--- config.mk ---
export PLATFORM = sky130hd
export DESIGN_NAME = gclock_writeback_cache_ctrl_unit
export DESIGN_NICKNAME = d
export VERILOG_FILES = /design/src/rtl/gwbc_pkg.sv /design/src/rtl/gwbc_ctrl.sv /design/src/rtl/gwbc_dp.sv /design/src/rtl/gclock_writeback_cache_ctrl_unit.sv
export SDC_FILE = /design/constraint.sdc
export NUM_CORES = 1
export LEC_CHECK = 0
export ABC_AREA = 1
export BUFFER_PORTS_ARGS = -buffer_cell sky130_fd_sc_hd__buf_4
export CAP_MARGIN = 20
export CORE_ASPECT_RATIO = 1.25
export CORE_UTILIZATION = 55
export CTS_CLUSTER_DIAMETER = 100
export DETAILED_ROUTE_END_ITERATION = 6
export PLACE_DENSITY = 0.72
export SYNTH_ARGS = -nofsm -noshare
export SYNTH_HDL_FRONTEND = slang
export SYNTH_HIERARCHICAL = 1
export SYNTH_SLANG_ARGS = --single-unit
--- constraint.sdc ---
create_clock -name clk -period 15.3 [get_ports clk]
set_input_delay 3.06 -clock clk [delete_from_list [all_inputs] [get_ports clk]]
set_output_delay 3.06 -clock clk [all_outputs]
set_load 0.03 [all_outputs]
--- src/rtl/gwbc_pkg.sv ---
`timescale 1ns / 1ps
// Shared types, codes and constants of the clock-replacement cache controller.
package gwbc_pkg;

  localparam int SLOTS_DEF = 16;
  localparam int REQ_W     = 3;
  localparam int ADDR_W    = 32;
  localparam int ACT_W     = 2;
  localparam int SLOT_W    = 6;
  localparam int CNT_W     = 8;
  localparam int IN_W      = 40;
  localparam int OUT_W     = 40;
  localparam logic [CNT_W-1:0] LIMIT_RST = 8'd3;

  typedef enum logic [REQ_W-1:0] {
    REQ_READ        = 3'd0,
    REQ_WRITE       = 3'd1,
    REQ_FLUSH       = 3'd2,
    REQ_CLR_WB      = 3'd3,
    REQ_CLR_DISCARD = 3'd4
  } req_t;

  typedef enum logic [ACT_W-1:0] {
    ACT_SERVE = 2'd0,
    ACT_WB    = 2'd1,
    ACT_FILL  = 2'd2,
    ACT_DONE  = 2'd3
  } action_t;

  typedef enum logic [3:0] {
    ST_IDLE,
    ST_SCAN,
    ST_VICTIM,
    ST_MISS,
    ST_WB,
    ST_FILL,
    ST_ACCESS,
    ST_FLUSH,
    ST_CLEAR,
    ST_DONE
  } state_t;

  typedef struct packed {
    logic    load;
    logic    ptr_inc;
    logic    take_hit;
    logic    sweep;
    logic    take_victim;
    logic    install;
    logic    touch;
    logic    clear_all;
    logic    use_slot;
    logic    emit;
    action_t act;
    logic    last;
  } cmd_t;

  typedef struct packed {
    logic hit;
    logic ptr_last;
    logic victim_ok;
    logic slot_dirty;
    logic flush_hit;
    logic out_free;
    logic is_read;
    logic clr_wb;
  } sts_t;

endpackage

--- src/rtl/gwbc_ctrl.sv ---
`timescale 1ns / 1ps
// Sequencer of the cache controller: search, victim sweep, write-back, fill, serve, flush and clear.
module gwbc_ctrl (
  input  logic                         clk,
  input  logic                         rst_n,
  input  logic                         in_tvalid,
  input  logic [gwbc_pkg::REQ_W-1:0]   in_req,
  output logic                         in_tready,
  input  gwbc_pkg::sts_t               sts,
  output gwbc_pkg::cmd_t               cmd
);
  import gwbc_pkg::*;

  state_t state_r;
  state_t state_nxt;

  always_ff @(posedge clk) begin
    if (!rst_n) begin
      state_r <= ST_IDLE;
    end else begin
      state_r <= state_nxt;
    end
  end

  always_comb begin
    state_nxt = state_r;
    cmd       = '0;
    cmd.act   = ACT_SERVE;
    in_tready = 1'b0;
    unique case (state_r)
      ST_IDLE: begin
        in_tready = 1'b1;
        if (in_tvalid) begin
          cmd.load = 1'b1;
          unique case (in_req) inside
            REQ_READ, REQ_WRITE:  state_nxt = ST_SCAN;
            REQ_FLUSH, REQ_CLR_WB: state_nxt = ST_FLUSH;
            REQ_CLR_DISCARD:       state_nxt = ST_CLEAR;
            default:               state_nxt = ST_DONE;
          endcase
        end
      end
      ST_SCAN: begin
        if (sts.hit) begin
          cmd.take_hit = 1'b1;
          state_nxt    = ST_ACCESS;
        end else if (sts.ptr_last) begin
          state_nxt = ST_VICTIM;
        end else begin
          cmd.ptr_inc = 1'b1;
        end
      end
      ST_VICTIM: begin
        if (sts.victim_ok) begin
          cmd.take_victim = 1'b1;
          state_nxt       = ST_MISS;
        end else begin
          cmd.sweep = 1'b1;
        end
      end
      ST_MISS: begin
        if (sts.slot_dirty) begin
          state_nxt = ST_WB;
        end else begin
          cmd.install = 1'b1;
          state_nxt   = sts.is_read ? ST_FILL : ST_ACCESS;
        end
      end
      ST_WB: begin
        cmd.use_slot = 1'b1;
        if (sts.out_free) begin
          cmd.emit    = 1'b1;
          cmd.act     = ACT_WB;
          cmd.install = 1'b1;
          state_nxt   = sts.is_read ? ST_FILL : ST_ACCESS;
        end
      end
      ST_FILL: begin
        cmd.use_slot = 1'b1;
        if (sts.out_free) begin
          cmd.emit  = 1'b1;
          cmd.act   = ACT_FILL;
          state_nxt = ST_ACCESS;
        end
      end
      ST_ACCESS: begin
        cmd.use_slot = 1'b1;
        if (sts.out_free) begin
          cmd.emit  = 1'b1;
          cmd.act   = ACT_SERVE;
          cmd.last  = 1'b1;
          cmd.touch = 1'b1;
          state_nxt = ST_IDLE;
        end
      end
      ST_FLUSH: begin
        if (!sts.flush_hit || sts.out_free) begin
          cmd.emit = sts.flush_hit;
          cmd.act  = ACT_WB;
          if (sts.ptr_last) begin
            state_nxt = sts.clr_wb ? ST_CLEAR : ST_DONE;
          end else begin
            cmd.ptr_inc = 1'b1;
          end
        end
      end
      ST_CLEAR: begin
        cmd.clear_all = 1'b1;
        state_nxt     = ST_DONE;
      end
      ST_DONE: begin
        if (sts.out_free) begin
          cmd.emit  = 1'b1;
          cmd.act   = ACT_DONE;
          cmd.last  = 1'b1;
          state_nxt = ST_IDLE;
        end
      end
      default: state_nxt = ST_IDLE;
    endcase
  end

endmodule

--- src/rtl/gwbc_dp.sv ---
`timescale 1ns / 1ps
// Datapath of the cache controller: slot state, tags, clock hand and result register.
module gwbc_dp #(
  parameter int SLOTS = gwbc_pkg::SLOTS_DEF
) (
  input  logic                          clk,
  input  logic                          rst_n,
  input  gwbc_pkg::cmd_t                cmd,
  output gwbc_pkg::sts_t                sts,
  input  logic [gwbc_pkg::REQ_W-1:0]    in_req,
  input  logic [gwbc_pkg::ADDR_W-1:0]   in_addr,
  input  logic                          cfg_valid,
  input  logic [gwbc_pkg::CNT_W-1:0]    cfg_data,
  input  logic                          out_tready,
  output logic                          out_tvalid,
  output logic [gwbc_pkg::OUT_W-1:0]    out_tdata,
  output logic                          out_tlast
);
  import gwbc_pkg::*;

  localparam int IW = (SLOTS > 1) ? $clog2(SLOTS) : 1;
  localparam int EW = $clog2(SLOTS + 1);
  localparam logic [IW-1:0] LAST_IDX = IW'(SLOTS - 1);
  localparam logic [EW-1:0] EMPTY_RST = EW'(SLOTS);

  logic [REQ_W-1:0]  req_r;
  logic [ADDR_W-1:0] addr_r;
  logic [IW-1:0]     ptr_r;
  logic [IW-1:0]     hand_r;
  logic [IW-1:0]     slot_r;
  logic [EW-1:0]     empty_r;
  logic [CNT_W-1:0]  limit_r;
  logic [SLOTS-1:0]  valid_r;
  logic [SLOTS-1:0]  dirty_r;
  logic [CNT_W-1:0]  cnt_r [SLOTS];
  logic [ADDR_W-1:0] tag_r [SLOTS];

  logic              out_valid_r;
  action_t           out_act_r;
  logic [SLOT_W-1:0] out_slot_r;
  logic [ADDR_W-1:0] out_tgt_r;
  logic              out_last_r;

  logic [IW-1:0]     tag_idx;
  logic [ADDR_W-1:0] tag_rd;
  logic [IW-1:0]     cnt_idx;
  logic [CNT_W-1:0]  cnt_rd;
  logic [IW-1:0]     hand_adv;
  logic [IW-1:0]     emit_idx;
  logic              is_write;

  assign tag_idx  = cmd.use_slot ? slot_r : ptr_r;
  assign tag_rd   = tag_r[tag_idx];
  assign cnt_idx  = cmd.touch ? slot_r : hand_r;
  assign cnt_rd   = cnt_r[cnt_idx];
  assign hand_adv = (hand_r == LAST_IDX) ? '0 : hand_r + 1'b1;
  assign emit_idx = cmd.use_slot ? slot_r : ptr_r;
  assign is_write = (req_r == REQ_WRITE);

  always_comb begin
    sts.hit        = valid_r[ptr_r] && (tag_rd == addr_r);
    sts.ptr_last   = (ptr_r == LAST_IDX);
    sts.victim_ok  = !(valid_r[hand_r] && (cnt_rd != '0));
    sts.slot_dirty = dirty_r[slot_r];
    sts.flush_hit  = valid_r[ptr_r] && dirty_r[ptr_r];
    sts.out_free   = !out_valid_r || out_tready;
    sts.is_read    = (req_r == REQ_READ);
    sts.clr_wb     = (req_r == REQ_CLR_WB);
  end

  always_ff @(posedge clk) begin
    if (!rst_n) begin
      ptr_r       <= '0;
      hand_r      <= '0;
      slot_r      <= '0;
      empty_r     <= EMPTY_RST;
      limit_r     <= LIMIT_RST;
      valid_r     <= '0;
      dirty_r     <= '0;
      out_valid_r <= 1'b0;
      for (int i = 0; i < SLOTS; i++) begin
        cnt_r[i] <= '0;
      end
    end else begin
      if (cfg_valid) begin
        limit_r <= cfg_data;
      end
      if (cmd.load) begin
        ptr_r <= '0;
      end else if (cmd.ptr_inc) begin
        ptr_r <= ptr_r + 1'b1;
      end
      if (cmd.take_hit) begin
        slot_r <= ptr_r;
      end
      if (cmd.sweep) begin
        if (empty_r == '0) begin
          cnt_r[hand_r] <= cnt_rd - 1'b1;
        end
        hand_r <= hand_adv;
      end
      if (cmd.take_victim) begin
        slot_r <= hand_r;
        if (!valid_r[hand_r]) begin
          valid_r[hand_r] <= 1'b1;
          cnt_r[hand_r]   <= '0;
          if (empty_r != '0) begin
            empty_r <= empty_r - 1'b1;
          end
        end
      end
      if (cmd.install) begin
        dirty_r[slot_r] <= 1'b0;
      end
      if (cmd.touch) begin
        if (cnt_rd < limit_r) begin
          cnt_r[slot_r] <= cnt_rd + 1'b1;
        end
        if (is_write) begin
          dirty_r[slot_r] <= 1'b1;
        end
      end
      if (cmd.clear_all) begin
        valid_r <= '0;
        dirty_r <= '0;
        empty_r <= EMPTY_RST;
        for (int i = 0; i < SLOTS; i++) begin
          cnt_r[i] <= '0;
        end
      end
      if (cmd.emit) begin
        out_valid_r <= 1'b1;
      end else if (out_tready) begin
        out_valid_r <= 1'b0;
      end
    end
  end

  always_ff @(posedge clk) begin
    if (cmd.load) begin
      req_r  <= in_req;
      addr_r <= in_addr;
    end
    if (cmd.install) begin
      tag_r[slot_r] <= addr_r;
    end
    if (cmd.emit) begin
      out_act_r  <= cmd.act;
      out_last_r <= cmd.last;
      unique case (cmd.act)
        ACT_DONE: begin
          out_slot_r <= '0;
          out_tgt_r  <= '0;
        end
        ACT_WB: begin
          out_slot_r <= SLOT_W'(emit_idx);
          out_tgt_r  <= tag_rd;
        end
        default: begin
          out_slot_r <= SLOT_W'(emit_idx);
          out_tgt_r  <= addr_r;
        end
      endcase
    end
  end

  assign out_tvalid = out_valid_r;
  assign out_tdata  = {out_tgt_r, out_slot_r, out_act_r};
  assign out_tlast  = out_last_r;

endmodule

--- src/rtl/gclock_writeback_cache_ctrl_unit.sv ---
`timescale 1ns / 1ps
// Top level of the write-back cluster cache controller with clock replacement.
//
//  channel  direction  handshake             contents
//  in_      slave      in_tvalid/in_tready   tdata: req_type, cluster_address
//  out_     master     out_tvalid/out_tready tdata: action, slot, target_address; tlast
//  cfg_     slave      cfg_valid/cfg_ready   data: clock_limit
//
// Read/write hit: search from slot 0 up to the hit slot, then the serve result.
// Miss: search of all SLOTS slots, one hand step per cycle (up to 255 * SLOTS steps),
//   then take the victim, decide, and do write-back, fill and serve as needed.
// Flush: a pass through all slots, then the done result; clear adds a clear state.
// Reset clears valid, dirty and use counters, hand to 0, clock_limit to 3.
// A stalled result holds the output register; the sequencer waits where it has a result to emit.
module gclock_writeback_cache_ctrl_unit #(
  parameter int SLOTS = gwbc_pkg::SLOTS_DEF
) (
  input  logic                          clk,
  input  logic                          rst_n,
  input  logic                          in_tvalid,
  output logic                          in_tready,
  // [2:0] req_type, [34:3] cluster_address, [39:35] zero
  input  logic [gwbc_pkg::IN_W-1:0]     in_tdata,
  output logic                          out_tvalid,
  input  logic                          out_tready,
  // [1:0] action, [7:2] slot, [39:8] target_address
  output logic [gwbc_pkg::OUT_W-1:0]    out_tdata,
  output logic                          out_tlast,
  input  logic                          cfg_valid,
  output logic                          cfg_ready,
  input  logic [gwbc_pkg::CNT_W-1:0]    cfg_data
);
  import gwbc_pkg::*;

  cmd_t              cmd;
  sts_t              sts;
  logic [REQ_W-1:0]  in_req;
  logic [ADDR_W-1:0] in_addr;

  assign in_req    = in_tdata[REQ_W-1:0];
  assign in_addr   = in_tdata[REQ_W +: ADDR_W];
  assign cfg_ready = 1'b1;

  gwbc_ctrl u_ctrl (
    .clk       (clk),
    .rst_n     (rst_n),
    .in_tvalid (in_tvalid),
    .in_req    (in_req),
    .in_tready (in_tready),
    .sts       (sts),
    .cmd       (cmd)
  );

  gwbc_dp #(
    .SLOTS (SLOTS)
  ) u_dp (
    .clk        (clk),
    .rst_n      (rst_n),
    .cmd        (cmd),
    .sts        (sts),
    .in_req     (in_req),
    .in_addr    (in_addr),
    .cfg_valid  (cfg_valid),
    .cfg_data   (cfg_data),
    .out_tready (out_tready),
    .out_tvalid (out_tvalid),
    .out_tdata  (out_tdata),
    .out_tlast  (out_tlast)
  );

endmodule

==> After elaboration in Yosys (flattened, before gate mapping) <==
Memories as Yosys holds them, arrays and structs flattened.
Cells that the tools add are included.
{ "totals": {"regBits": 138, "latchBits": 0, "ramBits": 640, "mem_bits_ro": 0, "output_inout_bits": 44, "n_memories": 2} }
{ "memory_table": {"columns": ["name", "depth", "width", "rd", "rd_clocked_by_memory_dff", "wr", "line", "source"], "rows": [
  ["u_dp.tag_r", 16, 32, 1, 0, 1, "gwbc_dp.sv:36", "logic [ADDR_W-1:0] tag_r [SLOTS];"],
  ["u_dp.cnt_r", 16, 8, 1, 0, 16, "gwbc_dp.sv:35", "logic [CNT_W-1:0] cnt_r [SLOTS];"]
]} }
{ "op_classes": {"add_sub_neg": 5, "multipliers": 0, "n_div": 0, "order_cmp": 6, "n_eq_ne": 28, "shifts": 0, "n_mux": 104, "bitwise_logic": 23, "n_reduce_logical": 28} }
{ "ops": {"columns": ["op", "count"], "rows": [
  ["8-bit 2-to-1 mux", 19],
  ["4-bit 2-to-1 mux", 19],
  ["16-bit 2-to-1 mux", 4],
  ["32-bit one-hot mux with 2 select lines", 1],
  ["1-bit 2-to-1 mux", 44],
  ["4-bit one-hot mux with 9 select lines", 1],
  ["32-bit == test", 1],
  ["16-bit OR", 2],
  ["1-bit OR", 17],
  ["16-bit AND", 1],
  ["1-bit binary-select mux with 4-bit select", 4],
  ["4-bit by 3-bit == test with 1-bit output, second input constant", 4],
  ["4-bit == test, second input constant", 4],
  ["16-bit inverter", 1],
  ["8-bit OR reduction", 2],
  ["4-bit by 5-bit less-than comparator with 1-bit output, second input constant", 3],
  ["3-bit one-hot mux with 5 select lines", 1],
  ["4-bit one-hot mux with 3 select lines", 1],
  ["2-bit OR reduction", 5],
  ["3-bit by 2-bit == test with 1-bit output, second input constant", 3],
  ["3-bit 2-to-1 mux", 3],
  ["4-bit by 1-bit adder with 4-bit output, second input constant", 2],
  ["8-bit by 1-bit adder with 8-bit output, second input constant", 1],
  ["1-bit demux with 4-bit select", 2],
  ["other kinds (29)", 49]
]} }

==> Logic depth before layout (Yosys ltp) <==
Gate-level depths: netlist of the first run.
An unclocked memory read counts as a cell.
{ "logic_depth": {"depth_word": 17, "ltp_mapped": 29, "ltp_nobuf": 27} }

==> Cells and area by module <==
The synthesis of the first run kept the hierarchy.
{ "by_module_without_submodules": {"columns": ["mod", "n_inst", "cells_each", "area_per_inst_um2", "seq_area_each_um2"], "rows": [
  ["gwbc_dp", 1, 3333, 34617.0, 22601.7],
  ["gwbc_ctrl", 1, 108, 565.5, 80.1],
  ["gclock_writeback_cache_ctrl_unit", 1, 2, 11.3, 0.0]
]} }

==> Worst setup path before layout of the first run <==
Ideal clock, no wire load.
{ "synth_timing": {"path_kind": "input to register", "start": "input out_tready", "end": "memory u_dp.cnt_r[7][0] (enable)", "setup_time_ps": 337, "arrival_ps": 6421, "t_required_ps": 14963, "path_slack_ps": 8542, "stages": 20, "path_buffers": 4, "cell_sequence": "inv_1 nand2_1 nand2_1 nor3_1 buf_6 nand2_1 o21ai_4 buf_2 nand3_1 nand3_1 nand3_1 nand2_1 inv_1 ha_1 a21oi_1 o2111a_1 clkbuf_1 buf_2 nand3_4 nand3_1"} }
{ "synth_rtl": {"columns": ["element", "line", "source"], "rows": [
  ["start: declaration", "gclock_writeback_cache_ctrl_unit.sv:25", "input logic out_tready,"],
  ["end: declaration", "gwbc_dp.sv:35", null]
]} }

==> impl_metrics.xml, run 1 <==
<?xml version="1.0" encoding="UTF-8"?>
<metrics>
  <group name="power">
    <metric name="peakVddDrop" unit="mV">0.2406</metric>
    <metric name="total_leakage_power" unit="nW">14.47</metric>
    <metric name="power_dens_cells" unit="nW/µm²">174.7</metric>
  </group>
  <group name="critical_path">
    <metric name="cp_common_cell" unit="">nand2_1</metric>
    <metric name="cpMaxStageDelayCell" unit="">a21oi_2</metric>
    <metric name="worst_path_largest_cell_delay" unit="ps">860</metric>
    <metric name="ff2ff_path_depth" unit="">28</metric>
    <metric name="crit_arrival" unit="ps">9410</metric>
    <metric name="critical_path.endpoint_type" unit="">register</metric>
    <metric name="timing.setup.critical_path_class" unit="">primary input to register</metric>
    <metric name="critPathBufInv" unit="">8</metric>
    <metric name="cpLargestDelayFamily" unit="">simple AND/OR/NAND/NOR gates</metric>
    <metric name="cp_max_fo" unit="">45</metric>
    <metric name="regToRegEndpoint" unit="">u_dp/ptr_r[3]</metric>
    <metric name="required" unit="ps">15780</metric>
    <metric name="crit-reg2reg-launch" unit="">u_ctrl/state_r[1]</metric>
    <metric name="register_to_register_setup_slack" unit="ps">8370</metric>
    <metric name="cp-start-kind" unit="">primary input</metric>
  </group>
  <group name="sta">
    <metric name="grt_setup_unrepaired" unit="">false</metric>
    <metric name="fin_skew" unit="ps">29.49</metric>
    <metric name="final.setup.worst_slack" unit="ps">6371</metric>
    <metric name="fin_hold_ws" unit="ps">459.5</metric>
    <metric name="finalCritPeriodShare" unit="%">58.36</metric>
    <metric name="tns" unit="ps">0</metric>
    <metric name="max_freq" unit="GHz">0.1120</metric>
    <metric name="fin_crit" unit="ps">8929</metric>
    <metric name="final-max-slew-violation-count" unit="">0</metric>
    <metric name="hold_viol" unit="">0</metric>
    <metric name="report.final.setup_viol" unit="">0</metric>
    <metric name="max_slew_margin" unit="%">21.72</metric>
    <metric name="timing_worst_slew_pin_value" unit="ps">1173</metric>
  </group>
  <group name="cts">
    <metric name="clockRootBuffer" unit="">clkbuf_16</metric>
    <metric name="cts_htree_levels" unit="">3</metric>
    <metric name="cts_tree" unit="">built</metric>
    <metric name="cts.hold.buffers_added" unit="">0</metric>
    <metric name="cts.reportedPaths.clkPinSlew" unit="ps">60</metric>
    <metric name="worst_skew_pair.late_latency" unit="ps">630</metric>
    <metric name="max-clock-path-buffers" unit="">3</metric>
    <metric name="cts_sinks" unit="">776</metric>
    <metric name="post_cts_resize_count" unit="">0</metric>
    <metric name="numCtsBuffers" unit="">75</metric>
    <metric name="post-cts-setup-buffers" unit="">0</metric>
  </group>
  <group name="floorplanning">
    <metric name="die_area" unit="µm²">65010</metric>
    <metric name="design.core.area" unit="µm²">63280</metric>
    <metric name="placementRows" unit="">103</metric>
    <metric name="die_w" unit="µm">228.3</metric>
    <metric name="die_height" unit="µm">284.8</metric>
    <metric name="boundaryPins" unit="">97</metric>
    <metric name="initial_core_util" unit="%">55.62</metric>
  </group>
  <group name="logic_synthesis">
    <metric name="synth_edf_count" unit="">714</metric>
    <metric name="ys_top_cells_by_area" unit="">edfxtp_1 61%, nand3_1 10%, nand2_1 10%</metric>
    <metric name="synth.ff_latch_count" unit="">776</metric>
    <metric name="yosys.cell_types.count" unit="">55</metric>
    <metric name="syn-instance-count" unit="">3443</metric>
    <metric name="synth_top_flop_cell" unit="">edfxtp_1</metric>
    <metric name="synthDominantAreaCellType" unit="">edfxtp_1</metric>
    <metric name="synth_top_area_share" unit="%">60.92</metric>
    <metric name="netlist_area" unit="µm²">35190</metric>
    <metric name="postSynth.asyncResetShare" unit="%">0</metric>
    <metric name="ys_warn_count" unit="">6</metric>
    <metric name="synthesis.area_per_instance" unit="µm²">10.22</metric>
    <metric name="synth-seq-area-share" unit="%">64.45</metric>
  </group>
  <group name="min_path">
    <metric name="hold_start" unit="">u_dp/empty_r[4]</metric>
    <metric name="hold_worst_path_end" unit="">u_dp/empty_r[4]</metric>
    <metric name="worstHoldPathCells" unit="">2</metric>
    <metric name="hold_path_class" unit="">register to register</metric>
  </group>
  <group name="placed_design">
    <metric name="minimum_setup_slack_after_placement" unit="ps">5936</metric>
    <metric name="io_buffers" unit="">88</metric>
    <metric name="placer_s_final_routability_congestion_estimate" unit="">0.9416</metric>
    <metric name="sum_of_net_half_perimeters_after_detailed_placement" unit="µm">57760</metric>
  </group>
  <group name="route">
    <metric name="drt_first_iter_violations" unit="">3070</metric>
    <metric name="drc" unit="">1</metric>
    <metric name="wl_per_cell" unit="µm">22.87</metric>
    <metric name="drt_first_pass_iters" unit="">7</metric>
    <metric name="wl_met3" unit="µm">8996</metric>
    <metric name="met2_wirelength" unit="µm">49970</metric>
    <metric name="vias_per_cell" unit="">6.210</metric>
    <metric name="maxUsedRoutingLayer" unit="">met5</metric>
    <metric name="m1WireLength" unit="µm">35600</metric>
    <metric name="routed-via-count" unit="">27030</metric>
    <metric name="ant_nets" unit="">0</metric>
    <metric name="total_wirelength_of_the_detailed_routed_design" unit="µm">99530</metric>
  </group>
  <group name="grt">
    <metric name="wire_length_of_the_first_global_routing_pass" unit="µm">150800</metric>
    <metric name="groute.usage.overall" unit="%">30.42</metric>
    <metric name="first_global_vias" unit="">26370</metric>
    <metric name="grt_overflow" unit="">0</metric>
    <metric name="pin_count_of_the_biggest_net_entering_global_routing" unit="">117</metric>
    <metric name="antenna_found_initial" unit="">1</metric>
  </group>
  <group name="run">
    <metric name="cap_violations" unit="">0</metric>
  </group>
  <group name="layout">
    <metric name="most-common-layout-cells" unit="">953 x nand2_1, 734 x nand3_1, 714 x edfxtp_1</metric>
    <metric name="final_layout_size_suffix_gt1_share" unit="%">10.19</metric>
    <metric name="insertedDiodeCount" unit="">0</metric>
    <metric name="syn2layout_area_growth" unit="%">10.70</metric>
    <metric name="layout.cells.most_common" unit="">nand2_1</metric>
    <metric name="finalNetCount" unit="">3519</metric>
  </group>
  <group name="run_status">
    <metric name="violations_in_the_final_reports" unit="">design-rule violations</metric>
    <metric name="outcome" unit="">finished, violations left</metric>
  </group>
</metrics>
==> where the power goes <==
group | internal [mW] | leakage (nW) | switching, mW
registers | 2.67 | 7.13 | 0.194
clock network | 1.05 | 1.19 | 0.798
logic | 0.498 | 6.14 | 1.59
==> tightest hold or removal path, delay by kind of cell (launching register included) <==
kind / cells / cell delay [ps]
flip-flops: 1 / 310
AO/OA/AOI/OAI: 1 / 60
AND/OR/NAND/NOR: 1 / 50
==> Yosys cell counts, types with 10 or more instances <==
cell / count
ha_1: 16
o32ai_1: 16
dfxtp_1: 62
inv_2: 22
buf_4: 10
buf_2: 72
edfxtp_1: 714
nand4_1: 116
o22ai_1: 40
inv_1: 168
nand3_1: 734
xor2_1: 11
nor2_1: 119
o21ai_0: 47
clkbuf_1: 98
nor3_1: 14
nand2_2: 20
buf_1: 15
a21oi_1: 84
nand2_1: 955
==> per-layer routing <==
| metal | GRT usage [%] | vias up |
|---|---|---|
| met4 | 15.15 | 2 |
| met3 | 4.400 | 320 |
| li1 | - | 12160 |
| met2 | 52.90 | 1613 |
| met5 | 0 | - |
| met1 | 37.13 | 12930 |
==> state kept, by name, summed over array words and instances, names as in the netlist, 3 cells and up <==
signal and flops:
u_dp/empty_r 5, u_ctrl/state_r 4, u_dp/addr_r 32, u_dp/slot_r 4, u_dp/valid_r 16, u_dp/cnt_r 128, u_dp/dirty_r 16, u_dp/out_tgt_r 32
u_dp/req_r 3, u_dp/tag_r 512, u_dp/limit_r 8, u_dp/ptr_r 4, u_dp/hand_r 4, u_dp/out_slot_r 4
==> worst max-delay path by stage <==
| stage | from | endpoint | slack [ps] | cells past startpoint |
|---|---|---|---|---|
| CTS | out_tready | u_dp/cnt_r[2][3] | 6550 | 28 |
| detailed placement | out_tready | u_dp/cnt_r[2][3] | 5940 | 28 |
| global route | out_tready | u_dp/cnt_r[14][3] | 6160 | 28 |
| finish | out_tready | u_dp/cnt_r[2][3] | 6370 | 28 |
| global placement | out_tready | u_dp/cnt_r[0][3] | 6000 | 28 |
| floorplan | out_tready | u_dp/cnt_r[7][0] | 8540 | 20 |
==> final cells by class <==
class / count / area (µm²)
Fill cell: 4944 / 24320
Clock inverter: 42 / 392.9
Sequential cell: 776 / 22680
Inverter: 198 / 755.7
Multi-Input combinational cell: 2269 / 11050
Clock buffer: 97 / 2052
Tap cell: 840 / 1051
Timing Repair Buffer: 130 / 975.9
==> kinds of logic (layout without fill, tap and decap cells) <==
group	Yosys count	in the layout	share of synthesized area, %
AND/OR/NAND/NOR	2009	2009	25.95
flip-flops	776	776	64.45
buffers and inverters	399	467	4.753
AO/OA/AOI/OAI	227	227	3.865
adder cells (fa/ha/maj)	16	16	0.5688
XOR/XNOR	14	14	0.3911
other	2	3	0.02134
==> stage by stage <==
step | instance area (µm²) | power, mW | util [%] | instances
6_report | 38960 | 6.808 | 61.57 | 4352
5_1_grt | 38960 | 7.079 | 61.57 | 4352
4_1_cts | 38960 | 6.787 | 61.57 | 4352
3_5_place_dp | 36510 | 4.945 | 57.70 | 4213
3_3_place_gp | 36510 | 4.874 | 57.70 | 4213
2_1_floorplan | 35200 | 4.211 | - | 3444
Power figures use the tool's default switching activity.
==> run 2, diff against run 1 <==
==> constraint.sdc (replaced) <==
create_clock -name clk -period 9.2 [get_ports clk]
set_input_delay 1.84 -clock clk [delete_from_list [all_inputs] [get_ports clk]]
set_output_delay 1.84 -clock clk [all_outputs]
set_load 0.03 [all_outputs]
==> run 2 against run 1 <==
Compared with the run above: via count grew 0.59%; highest routed layer unchanged; largest cell class unchanged; clock power up 69%; critical path depth down 3; largest power group unchanged; the flow now finishes without violations; final area is 0.37% higher.
==> impl_metrics.xml, run 2 (synthesis results as in run 1) <==
<?xml version="1.0" encoding="UTF-8"?>
<metrics>
  <group name="floorplanning">
    <metric name="die_w" unit="µm">228.3</metric>
    <metric name="boundaryPins" unit="">97</metric>
    <metric name="die_area" unit="µm²">65010</metric>
    <metric name="initial_core_util" unit="%">55.62</metric>
    <metric name="die_height" unit="µm">284.8</metric>
    <metric name="placementRows" unit="">103</metric>
    <metric name="design.core.area" unit="µm²">63280</metric>
  </group>
  <group name="grt">
    <metric name="antenna_found_initial" unit="">1</metric>
    <metric name="grt_use_met2" unit="%">52.29</metric>
    <metric name="groute.usage.overall" unit="%">30.45</metric>
    <metric name="gr-usage-met1" unit="%">37.36</metric>
    <metric name="wire_length_of_the_first_global_routing_pass" unit="µm">150600</metric>
    <metric name="grt_busiest_layer" unit="">met2</metric>
    <metric name="pin_count_of_the_biggest_net_entering_global_routing" unit="">255</metric>
    <metric name="grt_overflow" unit="">0</metric>
    <metric name="first_global_vias" unit="">26410</metric>
    <metric name="grt_util_met3" unit="%">3.830</metric>
  </group>
  <group name="cts">
    <metric name="post_cts_resize_count" unit="">0</metric>
    <metric name="cts.reportedPaths.clkPinSlew" unit="ps">60</metric>
    <metric name="cts_tree" unit="">built</metric>
    <metric name="cts_htree_levels" unit="">3</metric>
    <metric name="cts.hold.buffers_added" unit="">0</metric>
    <metric name="worst_skew_pair.late_latency" unit="ps">630</metric>
    <metric name="clockRootBuffer" unit="">clkbuf_16</metric>
    <metric name="cts_sinks" unit="">776</metric>
    <metric name="post-cts-setup-buffers" unit="">0</metric>
    <metric name="numCtsBuffers" unit="">77</metric>
    <metric name="max-clock-path-buffers" unit="">3</metric>
  </group>
  <group name="min_path">
    <metric name="hold_path_class" unit="">register to register</metric>
  </group>
  <group name="sta">
    <metric name="timing_worst_slew_pin_value" unit="ps">1241</metric>
    <metric name="max_slew_margin" unit="%">17.25</metric>
    <metric name="finalCritPeriodShare" unit="%">79.99</metric>
    <metric name="max_freq" unit="GHz">0.1359</metric>
    <metric name="final-max-slew-violation-count" unit="">0</metric>
    <metric name="hold_viol" unit="">0</metric>
    <metric name="tns" unit="ps">0</metric>
    <metric name="fin_hold_ws" unit="ps">456.6</metric>
    <metric name="fin_crit" unit="ps">7359</metric>
    <metric name="report.final.setup_viol" unit="">0</metric>
    <metric name="fin_skew" unit="ps">28.43</metric>
    <metric name="grt_setup_unrepaired" unit="">false</metric>
  </group>
  <group name="placed_design">
    <metric name="sum_of_net_half_perimeters_after_detailed_placement" unit="µm">58110</metric>
    <metric name="io_buffers" unit="">88</metric>
    <metric name="placer_s_final_routability_congestion_estimate" unit="">0.9878</metric>
  </group>
  <group name="critical_path">
    <metric name="cp_common_cell" unit="">nand2_1</metric>
    <metric name="required" unit="ps">9470</metric>
    <metric name="timing.setup.critical_path_class" unit="">primary input to register</metric>
    <metric name="critical_path.endpoint_type" unit="">register</metric>
    <metric name="cp-start-kind" unit="">primary input</metric>
    <metric name="crit_arrival" unit="ps">7630</metric>
    <metric name="worst_path_largest_cell_delay" unit="ps">610</metric>
    <metric name="cp_max_fo" unit="">24</metric>
    <metric name="cpMaxStageDelayCell" unit="">nand2_1</metric>
  </group>
  <group name="route">
    <metric name="wl_per_cell" unit="µm">23.05</metric>
    <metric name="drt_first_iter_violations" unit="">3287</metric>
    <metric name="vias_per_cell" unit="">6.235</metric>
    <metric name="drc" unit="">0</metric>
    <metric name="ant_nets" unit="">0</metric>
    <metric name="routed-via-count" unit="">27190</metric>
    <metric name="total_wirelength_of_the_detailed_routed_design" unit="µm">100500</metric>
    <metric name="drt_first_pass_iters" unit="">7</metric>
  </group>
  <group name="layout">
    <metric name="final-seq-area" unit="µm²">22680</metric>
    <metric name="multiInputGateArea" unit="µm²">11050</metric>
    <metric name="max_flop_register" unit="">u_dp/tag_r</metric>
    <metric name="biggest_regs" unit="">u_dp/tag_r: 512 flops, u_dp/cnt_r: 128 flops</metric>
    <metric name="max_ffs_per_register" unit="">512</metric>
    <metric name="finalNetCount" unit="">3525</metric>
    <metric name="final_layout_size_suffix_gt1_share" unit="%">10.60</metric>
    <metric name="syn2layout_area_growth" unit="%">11.11</metric>
    <metric name="layout.cells.most_common" unit="">nand2_1</metric>
    <metric name="most-common-layout-cells" unit="">953 x nand2_1, 734 x nand3_1, 714 x edfxtp_1</metric>
    <metric name="n_fill_cell" unit="">5011</metric>
  </group>
  <group name="power">
    <metric name="total_leakage_power" unit="nW">14.53</metric>
    <metric name="power_dens_cells" unit="nW/µm²">292.6</metric>
    <metric name="peakVddDrop" unit="mV">0.5210</metric>
  </group>
  <group name="run_status">
    <metric name="outcome" unit="">complete, no violations</metric>
  </group>
  <group name="run">
    <metric name="cap_violations" unit="">0</metric>
  </group>
</metrics>
==> run 2: final timing paths <==
kind / cells past startpoint / endpoint / startpoint / slack (ps)
min: 2 / u_dp/empty_r[4] / u_dp/empty_r[4] / 460
max reg2reg: 24 / u_dp/cnt_r[4][6] / u_ctrl/state_r[2] / 2700
max: 25 / u_dp/cnt_r[4][6] / out_tready / 1840
min reg2reg: 2 / u_dp/empty_r[4] / u_dp/empty_r[4] / 460
==> run 2: cell type report <==
| class | count | area share (%) |
|---|---|---|
| Antenna cell | 1 | 0.006399 |
| Clock buffer | 98 | 5.369 |
| Clock inverter | 44 | 1.078 |
| Inverter | 198 | 1.933 |
| Multi-Input combinational cell | 2269 | 28.26 |
| Sequential cell | 776 | 58.00 |
| Tap cell | 840 | 2.688 |
| Timing Repair Buffer | 134 | 2.665 |
==> run 2: per-layer routing <==
metal	routed length, µm	part of all wire [%]	vias up
li1	-	-	12160
met4	5428	5.4	2
met2	49800	50	1607
met3	8831	8.8	342
met1	36430	36	13070
met5	14	0.014	-
==> run 2: per-stage QoR <==
step	instances	total power [mW]	cell area (µm²)	util [%]	setup slack (ps)
floorplan	3444	7.003	35200	-	3662
global placement	4215	8.117	36550	57.77	1481
detailed placement	4215	8.242	36550	57.77	1318
CTS	4357	11.36	39080	61.75	1965
global route	4359	11.87	39100	61.79	1459
finish	4360	11.44	39100	61.80	1841
==> run 2: power by group <==
part | leakage, nW | switching (mW) | internal [mW]
clock | 1.23 | 1.34 | 1.80
combinational | 6.17 | 2.68 | 0.867
sequential | 7.13 | 0.322 | 4.44
==> run 2: worst max-delay path, delay by kind of cell <==
kind / cells / cell delay [ps]
buffers and inverters: 6 / 1180
adders and majority gates: 1 / 170
AOI/OAI and AO/OA: 2 / 390
and+or+nand+nor: 16 / 4020
